<file path="src/rtl/ssol_pkg.sv">
// Shared types and constants for the solid span occlusion list.
package ssol_pkg;

    localparam int MAX_SPANS_DEF    = 32;
    localparam int COLUMN_BITS_DEF  = 14;
    localparam int MAX_RESULTS      = 32;
    localparam int RES_CNT_BITS     = 6;
    localparam int WIDTH_CAP        = 4096;
    localparam int VIEW_WIDTH_RESET = 320;
    localparam int SPAN_BITS        = 14;
    localparam int FRAG_BITS        = 12;
    localparam int VW_BITS          = 13;
    localparam int APB_ADDR_BITS    = 3;
    localparam int APB_DATA_BITS    = 32;
    localparam int S_TDATA_BITS     = 32;
    localparam int M_TDATA_BITS     = 24;

    localparam logic REG_VIEW_WIDTH = 1'b0;

    localparam logic MODE_CLEAR  = 1'b0;
    localparam logic MODE_INSERT = 1'b1;

    typedef enum logic [2:0] {
        ST_IDLE,
        ST_DISPATCH,
        ST_CLR_LO,
        ST_CLR_HI,
        ST_PASS,
        ST_TAIL,
        ST_COMMIT,
        ST_FLUSH
    } ctrl_state_t;

    typedef enum logic [1:0] {
        PH_SEEK,
        PH_MERGE,
        PH_COPY
    } merge_phase_t;

    typedef struct packed {
        logic load;
        logic clr_lo;
        logic clr_hi;
        logic prime;
        logic step;
        logic tail;
        logic commit;
        logic flush;
    } dp_cmd_t;

    typedef struct packed {
        logic is_clear;
        logic ignore;
        logic go;
        logic pass_end;
        logic need_tail;
        logic flush_ok;
    } dp_stat_t;

endpackage

</file>
<file path="src/rtl/ssol_ram.sv">
// Generic simple dual-port RAM, one write port, one registered read port.
module ssol_ram import ssol_pkg::*; #(
    parameter int WIDTH = 2 * COLUMN_BITS_DEF,
    parameter int DEPTH = 2 * MAX_SPANS_DEF,
    localparam int AW   = $clog2(DEPTH)
) (
    input  logic             aclk,
    input  logic             wr_en,
    input  logic [AW-1:0]    wr_addr,
    input  logic [WIDTH-1:0] wr_data,
    input  logic             rd_en,
    input  logic [AW-1:0]    rd_addr,
    output logic [WIDTH-1:0] rd_data
);

    logic [WIDTH-1:0] mem_reg [DEPTH];
    logic [WIDTH-1:0] rd_data_reg;

    always_ff @(posedge aclk) begin
        if (wr_en) begin
            mem_reg[wr_addr] <= wr_data;
        end
        if (rd_en) begin
            rd_data_reg <= mem_reg[rd_addr];
        end
    end

    assign rd_data = rd_data_reg;

endmodule

</file>
<file path="src/rtl/ssol_ctrl.sv">
// Sequencer for clear, merge pass, commit and fragment flush.
module ssol_ctrl import ssol_pkg::*; (
    input  logic     aclk,
    input  logic     aresetn,
    input  logic     s_tvalid,
    output logic     s_tready,
    input  dp_stat_t stat,
    output dp_cmd_t  cmd
);

    ctrl_state_t state_reg, state_next;

    always_ff @(posedge aclk) begin
        if (!aresetn) begin
            state_reg <= ST_CLR_LO;
        end else begin
            state_reg <= state_next;
        end
    end

    always_comb begin
        state_next = state_reg;
        unique case (state_reg)
            ST_IDLE: begin
                if (s_tvalid) state_next = ST_DISPATCH;
            end
            ST_DISPATCH: begin
                if (stat.is_clear)    state_next = ST_CLR_LO;
                else if (stat.ignore) state_next = ST_IDLE;
                else                  state_next = ST_PASS;
            end
            ST_CLR_LO: state_next = ST_CLR_HI;
            ST_CLR_HI: state_next = ST_IDLE;
            ST_PASS: begin
                if (stat.pass_end) state_next = stat.need_tail ? ST_TAIL : ST_COMMIT;
            end
            ST_TAIL: begin
                if (stat.go) state_next = ST_COMMIT;
            end
            ST_COMMIT: state_next = ST_FLUSH;
            ST_FLUSH: begin
                if (stat.flush_ok) state_next = ST_IDLE;
            end
            default: state_next = ST_IDLE;
        endcase
    end

    always_comb begin
        cmd      = '0;
        s_tready = 1'b0;
        unique case (state_reg)
            ST_IDLE: begin
                s_tready = 1'b1;
                cmd.load = s_tvalid;
            end
            ST_DISPATCH: cmd.prime  = !stat.is_clear && !stat.ignore;
            ST_CLR_LO:   cmd.clr_lo = 1'b1;
            ST_CLR_HI:   cmd.clr_hi = 1'b1;
            ST_PASS:     cmd.step   = 1'b1;
            ST_TAIL:     cmd.tail   = 1'b1;
            ST_COMMIT:   cmd.commit = 1'b1;
            ST_FLUSH:    cmd.flush  = 1'b1;
            default:     cmd        = '0;
        endcase
    end

endmodule

</file>
<file path="src/rtl/ssol_dp.sv">
// Span list datapath: ping-pong list memory, merge step, clamp and fragment output.
module ssol_dp import ssol_pkg::*; #(
    parameter int MAX_SPANS   = MAX_SPANS_DEF,
    parameter int COLUMN_BITS = COLUMN_BITS_DEF
) (
    input  logic                 aclk,
    input  logic                 aresetn,
    input  dp_cmd_t              cmd,
    output dp_stat_t             stat,
    input  logic                 in_mode,
    input  logic [SPAN_BITS-1:0] in_first,
    input  logic [SPAN_BITS-1:0] in_last,
    input  logic [VW_BITS-1:0]   view_width,
    input  logic                 m_tready,
    output logic                 m_tvalid,
    output logic [FRAG_BITS-1:0] m_frag_first,
    output logic [FRAG_BITS-1:0] m_frag_last,
    output logic                 m_frag_final
);

    localparam int IDX_W  = $clog2(MAX_SPANS);
    localparam int CNT_W  = $clog2(MAX_SPANS + 1);
    localparam int ADDR_W = IDX_W + 1;
    localparam int ENT_W  = 2 * COLUMN_BITS;
    localparam int EW     = (COLUMN_BITS + 2 > SPAN_BITS) ? COLUMN_BITS + 2 : SPAN_BITS;
    localparam int COL_MAX_I = (1 << (COLUMN_BITS - 1)) - 1;
    localparam int COL_MIN_I = -(1 << (COLUMN_BITS - 1));
    localparam int W_CAP_I   = (WIDTH_CAP < COL_MAX_I) ? WIDTH_CAP : COL_MAX_I;
    localparam int W_RST_I   = (VIEW_WIDTH_RESET < W_CAP_I) ? VIEW_WIDTH_RESET : W_CAP_I;

    localparam logic signed [EW-1:0] COL_MAX_E = EW'(COL_MAX_I);
    localparam logic signed [EW-1:0] COL_MIN_E = EW'(COL_MIN_I);
    localparam logic signed [EW-1:0] W_CAP_E   = EW'(W_CAP_I);
    localparam logic signed [EW-1:0] W_RST_E   = EW'(W_RST_I);
    localparam logic signed [EW-1:0] ONE_E     = EW'(1);
    localparam logic signed [EW-1:0] ZERO_E    = EW'(0);

    // item and merge registers
    logic signed [EW-1:0] f_reg, f_next, l_reg, l_next, w_reg, w_next;
    logic signed [EW-1:0] cur_start_reg, cur_start_next, end_n_reg, end_n_next;
    logic                 mode_reg, mode_next;
    merge_phase_t         phase_reg, phase_next;
    logic [CNT_W-1:0]     cnt_reg, cnt_next, wr_idx_reg, wr_idx_next;
    logic [CNT_W-1:0]     proc_idx_reg, proc_idx_next;
    logic                 bank_reg, bank_next;
    logic [RES_CNT_BITS-1:0] res_cnt_reg, res_cnt_next;

    // fragment holding and output registers
    logic                 pend_valid_reg, pend_valid_next;
    logic [FRAG_BITS-1:0] pend_first_reg, pend_first_next, pend_last_reg, pend_last_next;
    logic                 m_valid_reg, m_valid_next, m_final_reg, m_final_next;
    logic [FRAG_BITS-1:0] m_first_reg, m_first_next, m_last_reg, m_last_next;

    // memory
    logic                ram_wr_en, ram_rd_en;
    logic [ADDR_W-1:0]   ram_wr_addr, ram_rd_addr;
    logic [ENT_W-1:0]    ram_wr_data, ram_rd_data;

    // input conditioning
    logic signed [EW-1:0] in_first_e, in_last_e, sat_first, sat_last, vw_e, eff_w;

    // merge step
    logic signed [EW-1:0] e_st, e_en, st_m1, endn_p1, f_m1, w_m1;
    logic                 is_last, seek_hit;
    logic                 p_wr, p_emit, p_adv;
    logic signed [EW-1:0] p_ws, p_we, p_ea, p_eb;
    merge_phase_t         p_phase;
    logic signed [EW-1:0] p_cur_start, p_end_n;

    logic                 emit_raw;
    logic signed [EW-1:0] ea, eb, ca, cb;
    logic                 emit_ok, out_free, go, step_fire, tail_fire, fire_emit, flush_fire;
    logic                 out_load;
    logic [CNT_W-1:0]     proc_idx_inc;

    ssol_ram #(
        .WIDTH (ENT_W),
        .DEPTH (2 * MAX_SPANS)
    ) u_list_ram (
        .aclk    (aclk),
        .wr_en   (ram_wr_en),
        .wr_addr (ram_wr_addr),
        .wr_data (ram_wr_data),
        .rd_en   (ram_rd_en),
        .rd_addr (ram_rd_addr),
        .rd_data (ram_rd_data)
    );

    // saturate span bounds and cap the view width
    always_comb begin
        in_first_e = EW'($signed(in_first));
        in_last_e  = EW'($signed(in_last));
        if (in_first_e < COL_MIN_E)      sat_first = COL_MIN_E;
        else if (in_first_e > COL_MAX_E) sat_first = COL_MAX_E;
        else                             sat_first = in_first_e;
        if (in_last_e < COL_MIN_E)       sat_last = COL_MIN_E;
        else if (in_last_e > COL_MAX_E)  sat_last = COL_MAX_E;
        else                             sat_last = in_last_e;
        vw_e  = EW'(view_width);
        eff_w = (vw_e > W_CAP_E) ? W_CAP_E : vw_e;
    end

    assign e_st    = EW'($signed(ram_rd_data[COLUMN_BITS-1:0]));
    assign e_en    = EW'($signed(ram_rd_data[ENT_W-1:COLUMN_BITS]));
    assign st_m1   = e_st - ONE_E;
    assign endn_p1 = end_n_reg + ONE_E;
    assign f_m1    = f_reg - ONE_E;
    assign w_m1    = w_reg - ONE_E;
    assign is_last = (proc_idx_reg == cnt_reg - CNT_W'(1));
    assign seek_hit = is_last || (e_en >= f_m1);
    assign proc_idx_inc = proc_idx_reg + CNT_W'(1);

    // at most one stored span per step
    always_comb begin
        p_wr        = 1'b0;
        p_emit      = 1'b0;
        p_adv       = 1'b0;
        p_ws        = e_st;
        p_we        = e_en;
        p_ea        = f_reg;
        p_eb        = l_reg;
        p_phase     = phase_reg;
        p_cur_start = cur_start_reg;
        p_end_n     = end_n_reg;
        unique case (phase_reg)
            PH_SEEK: begin
                if (!seek_hit) begin
                    p_wr  = 1'b1;
                    p_adv = 1'b1;
                end else if (f_reg < e_st && l_reg < st_m1) begin
                    p_emit  = 1'b1;
                    p_wr    = 1'b1;
                    p_phase = PH_COPY;
                    if (cnt_reg < CNT_W'(MAX_SPANS)) begin
                        p_ws = f_reg;
                        p_we = l_reg;
                    end else begin
                        p_adv = 1'b1;
                    end
                end else begin
                    if (f_reg < e_st) begin
                        p_emit      = 1'b1;
                        p_eb        = st_m1;
                        p_cur_start = f_reg;
                    end else begin
                        p_cur_start = e_st;
                    end
                    p_adv = 1'b1;
                    if (l_reg <= e_en) begin
                        p_wr    = 1'b1;
                        p_ws    = p_cur_start;
                        p_phase = PH_COPY;
                    end else begin
                        p_end_n = e_en;
                        p_phase = PH_MERGE;
                    end
                end
            end
            PH_MERGE: begin
                p_emit = 1'b1;
                p_ea   = endn_p1;
                if (l_reg >= st_m1) begin
                    p_eb  = st_m1;
                    p_adv = 1'b1;
                    if (l_reg <= e_en) begin
                        p_wr    = 1'b1;
                        p_ws    = cur_start_reg;
                        p_phase = PH_COPY;
                    end else begin
                        p_end_n = e_en;
                    end
                end else begin
                    p_eb    = l_reg;
                    p_wr    = 1'b1;
                    p_ws    = cur_start_reg;
                    p_we    = l_reg;
                    p_phase = PH_COPY;
                end
            end
            PH_COPY: begin
                p_wr  = 1'b1;
                p_adv = 1'b1;
            end
            default: p_phase = PH_SEEK;
        endcase
    end

    // clamp and output gating
    always_comb begin
        emit_raw = cmd.step ? p_emit : cmd.tail;
        ea       = cmd.step ? p_ea : endn_p1;
        eb       = cmd.step ? p_eb : l_reg;
        ca       = (ea < ZERO_E) ? ZERO_E : ea;
        cb       = (eb >= w_reg) ? w_m1 : eb;
        emit_ok  = emit_raw && (ca <= cb) && (res_cnt_reg < RES_CNT_BITS'(MAX_RESULTS));
        out_free = !m_valid_reg || m_tready;
        go       = !(emit_ok && pend_valid_reg && !out_free);
        step_fire  = cmd.step && go;
        tail_fire  = cmd.tail && go;
        fire_emit  = (step_fire || tail_fire) && emit_ok;
        flush_fire = cmd.flush && pend_valid_reg && out_free;
        out_load   = (fire_emit && pend_valid_reg) || flush_fire;
    end

    // list memory ports
    always_comb begin
        ram_wr_en   = (step_fire && p_wr) || tail_fire || cmd.clr_lo || cmd.clr_hi;
        ram_wr_addr = {!bank_reg, wr_idx_reg[IDX_W-1:0]};
        ram_wr_data = {p_we[COLUMN_BITS-1:0], p_ws[COLUMN_BITS-1:0]};
        if (cmd.tail) begin
            ram_wr_data = {l_reg[COLUMN_BITS-1:0], cur_start_reg[COLUMN_BITS-1:0]};
        end
        if (cmd.clr_lo) begin
            ram_wr_addr = {bank_reg, IDX_W'(0)};
            ram_wr_data = {COLUMN_BITS'(-1), COL_MIN_E[COLUMN_BITS-1:0]};
        end else if (cmd.clr_hi) begin
            ram_wr_addr = {bank_reg, IDX_W'(1)};
            ram_wr_data = {COL_MAX_E[COLUMN_BITS-1:0], w_reg[COLUMN_BITS-1:0]};
        end
        ram_rd_en   = cmd.prime || (step_fire && p_adv);
        ram_rd_addr = cmd.prime ? {bank_reg, IDX_W'(0)} : {bank_reg, proc_idx_inc[IDX_W-1:0]};
    end

    always_comb begin
        f_next          = f_reg;
        l_next          = l_reg;
        w_next          = w_reg;
        mode_next       = mode_reg;
        phase_next      = phase_reg;
        cur_start_next  = cur_start_reg;
        end_n_next      = end_n_reg;
        cnt_next        = cnt_reg;
        wr_idx_next     = wr_idx_reg;
        proc_idx_next   = proc_idx_reg;
        bank_next       = bank_reg;
        res_cnt_next    = res_cnt_reg;
        pend_valid_next = pend_valid_reg;
        pend_first_next = pend_first_reg;
        pend_last_next  = pend_last_reg;
        m_valid_next    = m_valid_reg && !m_tready;
        m_first_next    = m_first_reg;
        m_last_next     = m_last_reg;
        m_final_next    = m_final_reg;

        if (cmd.load) begin
            f_next        = sat_first;
            l_next        = sat_last;
            w_next        = eff_w;
            mode_next     = in_mode;
            phase_next    = PH_SEEK;
            wr_idx_next   = '0;
            proc_idx_next = '0;
            res_cnt_next  = '0;
        end
        if (cmd.clr_hi) begin
            cnt_next = CNT_W'(2);
        end
        if (step_fire) begin
            phase_next     = p_phase;
            cur_start_next = p_cur_start;
            end_n_next     = p_end_n;
            if (p_wr)  wr_idx_next   = wr_idx_reg + CNT_W'(1);
            if (p_adv) proc_idx_next = proc_idx_inc;
        end
        if (tail_fire) begin
            wr_idx_next = wr_idx_reg + CNT_W'(1);
            phase_next  = PH_COPY;
        end
        if (cmd.commit) begin
            cnt_next  = wr_idx_reg;
            bank_next = !bank_reg;
        end
        if (out_load) begin
            m_valid_next = 1'b1;
            m_first_next = pend_first_reg;
            m_last_next  = pend_last_reg;
            m_final_next = flush_fire;
        end
        if (fire_emit) begin
            pend_valid_next = 1'b1;
            pend_first_next = ca[FRAG_BITS-1:0];
            pend_last_next  = cb[FRAG_BITS-1:0];
            res_cnt_next    = res_cnt_reg + RES_CNT_BITS'(1);
        end else if (flush_fire) begin
            pend_valid_next = 1'b0;
        end
    end

    always_ff @(posedge aclk) begin
        if (!aresetn) begin
            w_reg          <= W_RST_E;
            phase_reg      <= PH_SEEK;
            cnt_reg        <= CNT_W'(2);
            wr_idx_reg     <= '0;
            proc_idx_reg   <= '0;
            bank_reg       <= 1'b0;
            res_cnt_reg    <= '0;
            pend_valid_reg <= 1'b0;
            m_valid_reg    <= 1'b0;
        end else begin
            w_reg          <= w_next;
            phase_reg      <= phase_next;
            cnt_reg        <= cnt_next;
            wr_idx_reg     <= wr_idx_next;
            proc_idx_reg   <= proc_idx_next;
            bank_reg       <= bank_next;
            res_cnt_reg    <= res_cnt_next;
            pend_valid_reg <= pend_valid_next;
            m_valid_reg    <= m_valid_next;
        end
    end

    always_ff @(posedge aclk) begin
        f_reg          <= f_next;
        l_reg          <= l_next;
        mode_reg       <= mode_next;
        cur_start_reg  <= cur_start_next;
        end_n_reg      <= end_n_next;
        pend_first_reg <= pend_first_next;
        pend_last_reg  <= pend_last_next;
        m_first_reg    <= m_first_next;
        m_last_reg     <= m_last_next;
        m_final_reg    <= m_final_next;
    end

    always_comb begin
        stat.is_clear  = (mode_reg == MODE_CLEAR);
        stat.ignore    = (f_reg > l_reg);
        stat.go        = go;
        stat.pass_end  = step_fire && p_adv && is_last;
        stat.need_tail = (p_phase == PH_MERGE);
        stat.flush_ok  = !pend_valid_reg || out_free;
    end

    assign m_tvalid     = m_valid_reg;
    assign m_frag_first = m_first_reg;
    assign m_frag_last  = m_last_reg;
    assign m_frag_final = m_final_reg;

endmodule

</file>
<file path="src/rtl/solid_span_occlusion_list.sv">
// Top level of the solid span occlusion list: ports, view width register, sequencer and datapath.
//
//  channel  | direction | transfer contents
//  s_       | in        | tuser: mode; tdata: span_first, span_last
//  m_       | out       | tdata: frag_first, frag_last; tlast: frag_final
//  apb      | in/out    | view_width at byte address 0
//
// An insert makes one merge pass over the stored spans, reading at most one stored span from
// the list memory per cycle while the m_ channel does not stall, then commits and flushes.
// An inverted span returns to idle from ST_DISPATCH, and a clear rewrites both sentinels.
// After reset the sentinels are written in ST_CLR_LO and ST_CLR_HI before s_tready rises.
// A stalled m_ channel holds the pass whenever a fragment cannot move on.
module solid_span_occlusion_list import ssol_pkg::*; #(
    parameter int MAX_SPANS   = MAX_SPANS_DEF,
    parameter int COLUMN_BITS = COLUMN_BITS_DEF
) (
    input  logic                     aclk,
    input  logic                     aresetn,
    input  logic                     s_tvalid,
    output logic                     s_tready,
    input  logic [S_TDATA_BITS-1:0]  s_tdata,   // [13:0] span_first, [27:14] span_last
    input  logic                     s_tuser,   // [0] mode
    output logic                     m_tvalid,
    input  logic                     m_tready,
    output logic [M_TDATA_BITS-1:0]  m_tdata,   // [11:0] frag_first, [23:12] frag_last
    output logic                     m_tlast,
    input  logic                     psel,
    input  logic                     penable,
    input  logic                     pwrite,
    input  logic [APB_ADDR_BITS-1:0] paddr,
    input  logic [APB_DATA_BITS-1:0] pwdata,
    output logic [APB_DATA_BITS-1:0] prdata,
    output logic                     pready
);

    logic [VW_BITS-1:0]   view_width_reg, view_width_next;
    logic                 cfg_wr;
    dp_cmd_t              cmd;
    dp_stat_t             stat;
    logic [FRAG_BITS-1:0] frag_first, frag_last;

    assign pready = 1'b1;
    assign cfg_wr = psel && penable && pwrite && (paddr[2] == REG_VIEW_WIDTH);
    assign view_width_next = cfg_wr ? pwdata[VW_BITS-1:0] : view_width_reg;
    assign prdata = (paddr[2] == REG_VIEW_WIDTH) ? APB_DATA_BITS'(view_width_reg) : '0;

    always_ff @(posedge aclk) begin
        if (!aresetn) begin
            view_width_reg <= VW_BITS'(VIEW_WIDTH_RESET);
        end else begin
            view_width_reg <= view_width_next;
        end
    end

    ssol_ctrl u_ctrl (
        .aclk     (aclk),
        .aresetn  (aresetn),
        .s_tvalid (s_tvalid),
        .s_tready (s_tready),
        .stat     (stat),
        .cmd      (cmd)
    );

    ssol_dp #(
        .MAX_SPANS   (MAX_SPANS),
        .COLUMN_BITS (COLUMN_BITS)
    ) u_dp (
        .aclk         (aclk),
        .aresetn      (aresetn),
        .cmd          (cmd),
        .stat         (stat),
        .in_mode      (s_tuser),
        .in_first     (s_tdata[SPAN_BITS-1:0]),
        .in_last      (s_tdata[2*SPAN_BITS-1:SPAN_BITS]),
        .view_width   (view_width_reg),
        .m_tready     (m_tready),
        .m_tvalid     (m_tvalid),
        .m_frag_first (frag_first),
        .m_frag_last  (frag_last),
        .m_frag_final (m_tlast)
    );

    assign m_tdata = {frag_last, frag_first};

endmodule

</file>
<file path="config.mk">
export PLATFORM = sky130hd
export DESIGN_NAME = solid_span_occlusion_list
export DESIGN_NICKNAME = d
export VERILOG_FILES = /design/src/rtl/ssol_pkg.sv /design/src/rtl/ssol_ram.sv /design/src/rtl/ssol_ctrl.sv /design/src/rtl/ssol_dp.sv /design/src/rtl/solid_span_occlusion_list.sv
export SDC_FILE = /design/constraint.sdc
export NUM_CORES = 2
export LEC_CHECK = 0
export BUFFER_PORTS_ARGS = -buffer_cell sky130_fd_sc_hd__buf_2
export CORE_AREA = 2 2 463 465
export CTS_CLUSTER_DIAMETER = 60
export DETAILED_ROUTE_END_ITERATION = 8
export DIE_AREA = 0 0 465 467
export PLACE_DENSITY = 0.52
export REMOVE_ABC_BUFFERS = 1
export SLEW_MARGIN = 20
export SYNTH_ARGS = -nofsm -noshare
export SYNTH_HDL_FRONTEND = slang
export SYNTH_SLANG_ARGS = --single-unit
</file>
<file path="constraint.sdc">
create_clock -name aclk -period 12.5 [get_ports aclk]
set_clock_uncertainty 0.2 [all_clocks]
set_input_delay 1.25 -clock aclk [delete_from_list [all_inputs] [get_ports aclk]]
set_output_delay 1.25 -clock aclk [all_outputs]
set_load 0.005 [all_outputs]
</file>
==> run metrics <==
worst min path class reg -> reg; Layout area overhead 13.35%; CTS tree yes; R2R Setup Slk between 0.9 and 1 ns; post-route ant nets 0; count leader, synth edfxtp_1; sequential fraction of the synthesis area a little under three quarters; Final Non-Filler Cells roughly 9000; Met2 Routed Length about 110000 um; crit path max-delay cell type nor2_4; drt total wl about 250000 um; Max Transition Viols Final 0; first-pass GRT wire length 359800 um; cts bufs inserted 205; WL/cell roughly 28 um; Area contributors post-synth edfxtp_1 (70%), o21ai_0 (3.2%), nand2_1 (2.2%); maxcap violations 0; R2R Path End u_dp.u_list_ram.mem_reg[42][20]$_DFFE_PP_; TNS Setup 0 ns; number of global-route vias before repair about 48000; Most used DFF post-synth edfxtp_1; Synth cell types 84; WL met3 20810 um; FP Rows around 170; post_cts resized 0; Yosys top cell area share between 70% and 80%; GP Congestion between 0.8 and 0.9; Post-CTS Setup Repair Bufs 0; root buffer cell clkbuf_16; Hold-fix buffers, CTS 0; residual DRC count 0; NumNets Final between 6000 and 7000; min cycle time layout between 10 and 15 ns; Via density ~5.8; Async SR Flop Fraction 0%; FMAX between 80 and 90 MHz; PwrDens approximately 150 nW/um2; Synth area leader edfxtp_1; worst r2r src u_dp.u_list_ram.rd_data[9]$_DFFE_PP_; Critical Path RT 12.76 ns; DIE AREA approximately 220000 um2; maximum vdd drop 163.8 uV; max FFs per register between 1500 and 2000; Post-synth EDFFs 1926; met1 WL approximately 120000 um; core area roughly 210000 um2; Clock Tree Buf Depth 3; WHS Endpoint u_dp.m_frag_first[6]$_DFFE_PP_; pin count of the biggest net entering global routing approximately 160; Initial Util around two fifths; # setup viols final 0; Clock Latency Late Sink 0.86 ns; crit-path max cell delay 0.78 ns; Worst Setup End Kind flip-flop; clock slew at reported path FFs approximately 0.060 ns; worst r2r path cells 38; Initial DRC Count 6120; crit path DAT ~12 ns; Vias about 52000; Slew @ Worst Pin between 1 and 1.5 ns; CP Max Fanout 34; synth cell count leaders edfxtp_1 (1926), o21ai_0 (525), nand2_1 (483), clkbuf_1 (404), nor2_1 (315); layout cells sized above 1 roughly 13%; Final Cycle Share between 90 and 100%; outcome completed; startpoint types flip-flop; Mapped Area 82470 um2; Mapped Avg Cell Area between 10 and 15 um2; RSZ-0062 raised after global routing false; CTS Sinks 1984; placed instance count roughly 8600; Hold Vio Cnt, Final 0; hold depth 0; Ys Warns 0; # H-tree levels 4; dpl hpwl between 150000 and 200000 um; # port buffers 89; Yosys reg bits roughly 2000; initial antenna violation count 5; Worst Setup Path Type reg -> reg; Max Used Layer met4; Die W 465 um; chip height approximately 470 um; total track usage around 23%; Slew headroom approximately 18%; Mapped Cells between 5000 and 6000; worst hold path startpoint u_dp.pend_first_reg[6]$_DFFE_PP_; leak pwr roughly 0.029 uW; drt pass-1 iters 5; total grt overflow 0; I/O pins approximately 140
-- worst max-delay path by stage --
| stage | start | end | slack (ns) | depth (start not counted) |
|---|---|---|---|---|
| 2_1_floorplan | u_dp.proc_idx_reg[0]$_SDFF_PN0_ | u_dp.u_list_ram.rd_data[23]$_DFFE_PP_ | -25.34 | 7 |
| 3_3_place_gp | u_dp.u_list_ram.rd_data[9]$_DFFE_PP_ | u_dp.u_list_ram.mem_reg[50][6]$_DFFE_PP_ | 1.04 | 38 |
| 3_5_place_dp | u_dp.u_list_ram.rd_data[9]$_DFFE_PP_ | u_dp.u_list_ram.mem_reg[42][20]$_DFFE_PP_ | 1.10 | 38 |
| 4_1_cts | u_dp.u_list_ram.rd_data[9]$_DFFE_PP_ | u_dp.u_list_ram.mem_reg[42][20]$_DFFE_PP_ | 1.06 | 38 |
| 5_1_grt | u_dp.u_list_ram.rd_data[9]$_DFFE_PP_ | u_dp.u_list_ram.mem_reg[42][20]$_DFFE_PP_ | 0.23 | 38 |
| 6_report | u_dp.u_list_ram.rd_data[9]$_DFFE_PP_ | u_dp.u_list_ram.mem_reg[42][20]$_DFFE_PP_ | 0.90 | 38 |
-- cells in the final DEF (no fill, tap or decap), types with 27 or more instances in the layout --
| cell type | instances |
|---|---|
| mux2_2 | 67 |
| ha_1 | 107 |
| mux2i_1 | 173 |
| buf_2 | 89 |
| o221ai_1 | 58 |
| clkbuf_16 | 207 |
| a31oi_1 | 62 |
| nor3_1 | 127 |
| edfxtp_1 | 1926 |
| inv_1 | 95 |
| nand2_1 | 480 |
| nor2_1 | 287 |
| dfxtp_1 | 55 |
| o211ai_1 | 190 |
| o21ai_0 | 522 |
| nand3_1 | 61 |
| o31ai_1 | 32 |
| a211oi_1 | 135 |
| o211a_1 | 29 |
| clkbuf_1 | 45 |
| clkinv_2 | 37 |
| nor3_2 | 27 |
| o2111ai_1 | 32 |
| and2_1 | 85 |
| o22ai_1 | 173 |
| xnor2_1 | 44 |
| a21o_1 | 46 |
| o31a_1 | 30 |
| a21oi_1 | 271 |
| buf_4 | 181 |
| clkinv_1 | 46 |
| nor4_1 | 64 |
-- power by group --
| part | internal (uW) | switching (uW) |
|---|---|---|
| combinational | 142 | 624 |
| clock | 3290 | 2580 |
| sequential | 7480 | 27.5 |
-- cell type report --
cell class	instances	area [um2]
Clock buffer	252	5349
Sequential cell	1984	59000
Fill cell	18910	118200
Inverter	96	360.3
Clock inverter	125	1036
Timing Repair Buffer	280	2004
Multi-Input combinational cell	3443	22180
Tap cell	2821	3530
Antenna cell	8	20.02
-- stage by stage --
stage,total power (uW),setup WS [ns],hold WS [ns],utilization [%],instance area (um2)
final,14150,0.9033,0.2169,44.17,93480
after global routing,14530,0.2291,0.2213,44.16,93460
after CTS,14240,1.057,0.2183,44.15,93450
after detailed placement,8401,1.103,0.2045,41.13,87070
after global placement,8385,1.037,0.2015,41.11,87020
after floorplan,7974,-25.34,0.2003,-,80740
-- metal layers --
layer,vias to the layer above,GRT usage [%]
met5,-,0
met4,0,8.137
met3,317,4.497
met2,2041,32.63
met1,26340,34.58
li1,23220,-
-- logic make-up (layout without fill, tap and decap cells) --
logic type	count (synthesis)	after routing	synth area share, %
flip-flops	1984	1984	71.53
buffers and inverters	554	753	2.620
multiplexers	245	245	3.124
XOR/XNOR	58	58	0.6159
other	2	28	0.009106
AND/OR/NAND/NOR	1301	1301	7.203
adder cells (fa/ha/maj)	108	108	1.638
AO/OA/AOI/OAI	1711	1711	13.25
-- critical path: cells and delay by family (launching register included) --
family          cells  cell delay (ns)
simple gates       13             4.12
compound gates     17             4.07
buf+inv             4             0.97
fa+ha+maj           3             0.95
flops               1             0.49
mux                 1             0.32
(Power assumes the default switching activity.)
